==> config.mk <==
export PLATFORM = sky130hd
export DESIGN_NAME = pbtc_cell
export DESIGN_NICKNAME = d
export VERILOG_FILES = /design/src/sv/pbtc_pkg.sv /design/src/sv/pbtc_cell.sv
export SDC_FILE = /design/constraint.sdc
export NUM_CORES = 1
export LEC_CHECK = 0
export ABC_AREA = 1
export ABC_CLOCK_PERIOD_IN_PS = 9500
export BUFFER_PORTS_ARGS = -buffer_cell sky130_fd_sc_hd__buf_2
export CORE_MARGIN = 8
export CORE_UTILIZATION = 50
export DETAILED_ROUTE_END_ITERATION = 12
export PLACE_DENSITY = 0.76
export SETUP_SLACK_MARGIN = 0.3
export SYNTH_ARGS = -nofsm -noshare
export SYNTH_HDL_FRONTEND = slang
export SYNTH_SLANG_ARGS = --single-unit
==> constraint.sdc <==
create_clock -name clk -period 9.5 [get_ports clk]
set_input_delay 1.9 -clock clk [delete_from_list [all_inputs] [get_ports clk]]
set_output_delay 1.9 -clock clk [all_outputs]
set_load 0.1 [all_outputs]
==> src/sv/pbtc_pkg.sv <==
// ----------------------------------------------------------------------------
// pbtc_pkg
// Types and constants shared by the tail counter and its bucket cells.
// ----------------------------------------------------------------------------
package pbtc_pkg;

  localparam int PROB_W = 17;
  localparam int BKT_W  = 6;
  localparam int PROD_W = 2 * PROB_W;

  localparam logic [PROB_W-1:0] ONE_Q16       = 17'h10000;
  localparam logic [BKT_W-1:0]  THRESHOLD_RST = 6'd8;

  typedef struct packed {
    logic [PROB_W-1:0] prob_a;
    logic [PROB_W-1:0] prob_b;
    logic              last;
  } in_item_t;

  typedef struct packed {
    logic [BKT_W-1:0]  bucket;
    logic [PROB_W-1:0] probability;
    logic              final_res;
  } out_item_t;

  typedef enum logic [1:0] {
    CELL_HOLD,
    CELL_UPDATE,
    CELL_SHIFT,
    CELL_CLEAR
  } cell_op_t;

  typedef struct packed {
    cell_op_t          op;
    logic [PROB_W-1:0] p;
    logic [PROB_W-1:0] q;
    logic [BKT_W-1:0]  thr;
  } cell_ctrl_t;

endpackage

==> src/sv/pbtc_cell.sv <==
// ----------------------------------------------------------------------------
// pbtc_cell
// One count bucket: applies an event using its left neighbor, or shifts
// the value of its right neighbor in during readout, or clears to its reset value.
// ----------------------------------------------------------------------------
module pbtc_cell #(
  parameter int CELL_IDX = 0
) (
  input  logic                             clk,
  input  logic                             rst_n,
  input  pbtc_pkg::cell_ctrl_t             ctrl,
  input  logic [pbtc_pkg::PROB_W-1:0]      left_val,
  input  logic [pbtc_pkg::PROB_W-1:0]      right_val,
  output logic [pbtc_pkg::PROB_W-1:0]      val
);

  localparam logic [pbtc_pkg::PROB_W-1:0] RST_VAL =
    (CELL_IDX == 0) ? pbtc_pkg::ONE_Q16 : '0;
  localparam logic [pbtc_pkg::BKT_W-1:0] IDX = pbtc_pkg::BKT_W'(CELL_IDX);

  logic [pbtc_pkg::PROB_W-1:0] val_r, val_nxt;
  logic [pbtc_pkg::PROD_W-1:0] mul_in, mul_own;
  logic [pbtc_pkg::PROB_W:0]   prod_in, prod_own;
  logic [pbtc_pkg::PROB_W+1:0] sum;
  logic [pbtc_pkg::PROB_W-1:0] upd;

  assign mul_in   = pbtc_pkg::PROD_W'(ctrl.p) * pbtc_pkg::PROD_W'(left_val);
  assign mul_own  = pbtc_pkg::PROD_W'(ctrl.q) * pbtc_pkg::PROD_W'(val_r);
  assign prod_in  = mul_in[pbtc_pkg::PROD_W-1:16];
  assign prod_own = mul_own[pbtc_pkg::PROD_W-1:16];

  always_comb begin
    if (IDX == ctrl.thr) begin
      sum = (pbtc_pkg::PROB_W+2)'(val_r) + (pbtc_pkg::PROB_W+2)'(prod_in);
    end else begin
      sum = (pbtc_pkg::PROB_W+2)'(prod_in) + (pbtc_pkg::PROB_W+2)'(prod_own);
    end
    if (sum > (pbtc_pkg::PROB_W+2)'(pbtc_pkg::ONE_Q16)) begin
      upd = pbtc_pkg::ONE_Q16;
    end else begin
      upd = sum[pbtc_pkg::PROB_W-1:0];
    end
  end

  always_comb begin
    case (ctrl.op)
      pbtc_pkg::CELL_UPDATE: val_nxt = (IDX > ctrl.thr) ? val_r : upd;
      pbtc_pkg::CELL_SHIFT:  val_nxt = right_val;
      pbtc_pkg::CELL_CLEAR:  val_nxt = RST_VAL;
      default:               val_nxt = val_r;
    endcase
  end

  always_ff @(posedge clk) begin
    if (!rst_n) begin
      val_r <= RST_VAL;
    end else begin
      val_r <= val_nxt;
    end
  end

  assign val = val_r;

endmodule

==> reports/qor.txt <==
Hold Path Origin -> val[3]
Synth-to-layout area growth -> 4.931%
Synthesized netlist net count -> 3,767
Final global-route overflow total -> 0
Startpoint type of the worst setup path -> input port
Kind of cell with the highest combined delay on the critical path -> adder cells
Final count of pins violating max slew -> 0
Number of global-route vias before repair -> 18,940
Clock transition at the register clock pins on the worst setup and hold paths after CTS -> 0.05 ns
Worst path required time -> 9.64 ns
Violation count after the first detailed-routing iteration -> 1,277
Flip-flop count of the largest register after layout -> 17
Standard cell with the maximum stage delay on the critical path -> sky130_fd_sc_hd__fa_1
Core region area -> 43,080 um^2
Starting Density -> 50.60%
Detailed-route DRC error count -> 0
Post-synthesis cell count -> 3,014
Number of buffer and inverter instances along the worst setup path -> 7
Final nets -> 3,752
Run status -> finished clean
Final worst path period need -> 8.830 ns
CP Launch Point -> ctrl[16]
Number of top-level pins -> 95
Via-to-Cell Ratio -> 5.100
CTS Root Buffer Type -> sky130_fd_sc_hd__clkbuf_16
Max Clk Rate -> 113.3 MHz
Worst reg-to-reg setup slack -> 1.59 ns
Port Buffers -> 94
Final HPWL DP -> 46.61 mm
Critical-path maximum fanout -> 11
Global-route wire length before repair -> 94.30 mm
TritonCTS Buffers -> 3
Met2 wire length -> 25.88 mm
Setup repair after global routing missed its margin -> no
Portion of the post-synthesis area used by sequential elements -> 1.561%
Largest incremental delay on the critical path -> 0.57 ns
Placer's final routability congestion estimate -> 0.9370
Beginning of the worst register-to-register path -> val[6]
Count of final hold-check violations -> 0
Sink Count -> 17
Final Routed Wirelength -> 56.30 mm
Clock Skews -> 0.002677 ns
Leading cell types by total area after synthesis -> sky130_fd_sc_hd__fa_1 (41%), sky130_fd_sc_hd__inv_1 (15%), sky130_fd_sc_hd__nand2_1 (14%), sky130_fd_sc_hd__ha_1 (13%), sky130_fd_sc_hd__clkbuf_1 (2.3%)
Primary FF master, synth -> sky130_fd_sc_hd__dfxtp_1
Category of the most critical setup path -> in -> reg
Number of H-tree levels -> 1
Routed metal-1 wirelength -> 24.72 mm
Total number of yosys warnings -> 0
Part of the cycle the worst path needs -> 92.94%
Final setup vio count -> 0
Largest net degree at the start of global routing -> 36
Yosys top cell by area -> sky130_fd_sc_hd__fa_1
Type of the worst min-delay path -> reg -> reg
Endpoint class of the critical path -> flip-flop
Detailed-routing iteration count for the pre-antenna-repair pass -> 6
Fraction of layout cells with a size suffix above 1 -> 6.304%
Mean post-synth cell area -> 7.232 um^2
Routed wire per std cell -> 15.71 um
Proportion of netlist area held by the largest area contributor -> 40.87%
Clk_lat worst skew -> 0.25 ns
Met3 wire len -> 4.589 mm
Flop and latch count out of synthesis -> 17
Final antenna diode count -> 0
Via Count -> 18,270
Vertical die dimension -> 224.8 um
Clock tree from TritonCTS -> yes
Chip Width -> 224.8 um
Number of synthesized flops with an enable pin -> 0
Topmost layer with routed signal wires -> met4
Netlist area before placement -> 21,800 um^2
Share of flip-flops with an asynchronous set or reset -> 0%
CP arrival -> 8.96 ns
Overall global routing resource usage -> 22.79%
Max cap viols -> 0
Normalized max-slew margin -> 31.31%
Antenna violation net count after detailed routing -> 0
Transition time at the pin with the least slew margin -> 1.029 ns
Fin Setup TNS -> 0 ns
Count of cell types in the netlist -> 43
Largest buffer count on any clock path -> 2
Antenna violations before repair -> 0
Site row count -> 76
Die Footprint -> 50,540 um^2
## metrics by stage
step / utilization (%) / hold WS [ns] / setup slack, ns / area (um^2) / instances
detailed placement: 52.52 / 0.5937 / 0.2592 / 22620 / 3575
CTS: 52.70 / 0.6015 / 0.4932 / 22700 / 3579
global route: 53.10 / 0.6508 / 0.2627 / 22870 / 3583
finish: 53.10 / 0.5978 / 0.6704 / 22870 / 3583
global placement: 52.52 / 0.5944 / 0.3898 / 22620 / 3575
floorplan: - / 1.168 / 0.9205 / 21800 / 3014
## cells in the mapped netlist (7+ instances only)
cell type and number:
sky130_fd_sc_hd__nand2_1 804, sky130_fd_sc_hd__nor3_1 14, sky130_fd_sc_hd__a21oi_1 97, sky130_fd_sc_hd__dfxtp_1 17, sky130_fd_sc_hd__nor2_1 115, sky130_fd_sc_hd__nand3_1 45, sky130_fd_sc_hd__a31oi_1 7, sky130_fd_sc_hd__nand2_2 8
sky130_fd_sc_hd__nand3b_1 9, sky130_fd_sc_hd__a21oi_2 14, sky130_fd_sc_hd__o21ai_0 76, sky130_fd_sc_hd__ha_1 230, sky130_fd_sc_hd__inv_1 878, sky130_fd_sc_hd__o21bai_1 7, sky130_fd_sc_hd__buf_1 7, sky130_fd_sc_hd__xor2_1 17
sky130_fd_sc_hd__a21o_1 7, sky130_fd_sc_hd__clkbuf_1 134, sky130_fd_sc_hd__xnor2_1 15, sky130_fd_sc_hd__nand4_1 12, sky130_fd_sc_hd__nand3_2 13, sky130_fd_sc_hd__fa_1 445
## cell type report
type	count	area (um^2)
Clock buffer	4	78.83
Fill cell	4186	20200
Inverter	882	3311
Multi-Input combinational cell	1973	17660
Sequential cell	17	340.3
Tap cell	585	732.0
Timing Repair Buffer	122	752.0
## worst paths after layout
kind | end | cells after the start
max reg2reg | val[6] | 36
min reg2reg | val[3] | 2
min | val[3] | 2
max | val[6] | 35
## cells in the final DEF (no fill, tap or decap), types with 17 or more instances in the layout
| cell | n |
|---|---|
| sky130_fd_sc_hd__nand3_1 | 44 |
| sky130_fd_sc_hd__nor2_1 | 114 |
| sky130_fd_sc_hd__a21oi_2 | 18 |
| sky130_fd_sc_hd__buf_4 | 28 |
| sky130_fd_sc_hd__o21ai_0 | 74 |
| sky130_fd_sc_hd__ha_1 | 227 |
| sky130_fd_sc_hd__dfxtp_1 | 17 |
| sky130_fd_sc_hd__nand2_1 | 802 |
| sky130_fd_sc_hd__a21oi_1 | 93 |
| sky130_fd_sc_hd__fa_1 | 445 |
| sky130_fd_sc_hd__clkbuf_4 | 20 |
| sky130_fd_sc_hd__buf_2 | 72 |
| sky130_fd_sc_hd__inv_1 | 878 |
## worst reg2reg max path, delay by kind of cell (launching register included)
kind | cells | cell delay, ns
adders and majority gates | 8 | 3.52
and+or+nand+nor | 13 | 1.37
AOI/OAI and AO/OA | 6 | 1.00
DFF | 1 | 0.89
buffers and inverters | 8 | 0.83
xor gates and xnor gates | 1 | 0.18
## kinds of logic after synthesis
group,after synthesis,share of synthesized area [%]
compound gates,228,5.992
simple gates,1036,19.24
flops,17,1.561
buf+inv,1025,17.78
fa+ha+maj,675,54.07
xor+xnor,33,1.360
## routing by layer
metal / vias to the layer above / global-route usage, %
met5: - / 0
met4: 0 / 4.790
met3: 82 / 3.204
met2: 700 / 37.32
met1: 8872 / 31.95
li1: 8619 / -
## timing repair
| item | CTS | global route |
|---|---|---|
| resized for setup | 0 | 43 |
| buffers inserted | 0 | 3 |
| endpoints found under the setup margin | 0 | 17 |
| hold buffers | 0 | 0 |
Power is left out: the tool's default activity adds up to more than one toggle a clock period on the data nets, which glitch-free logic cannot reach.
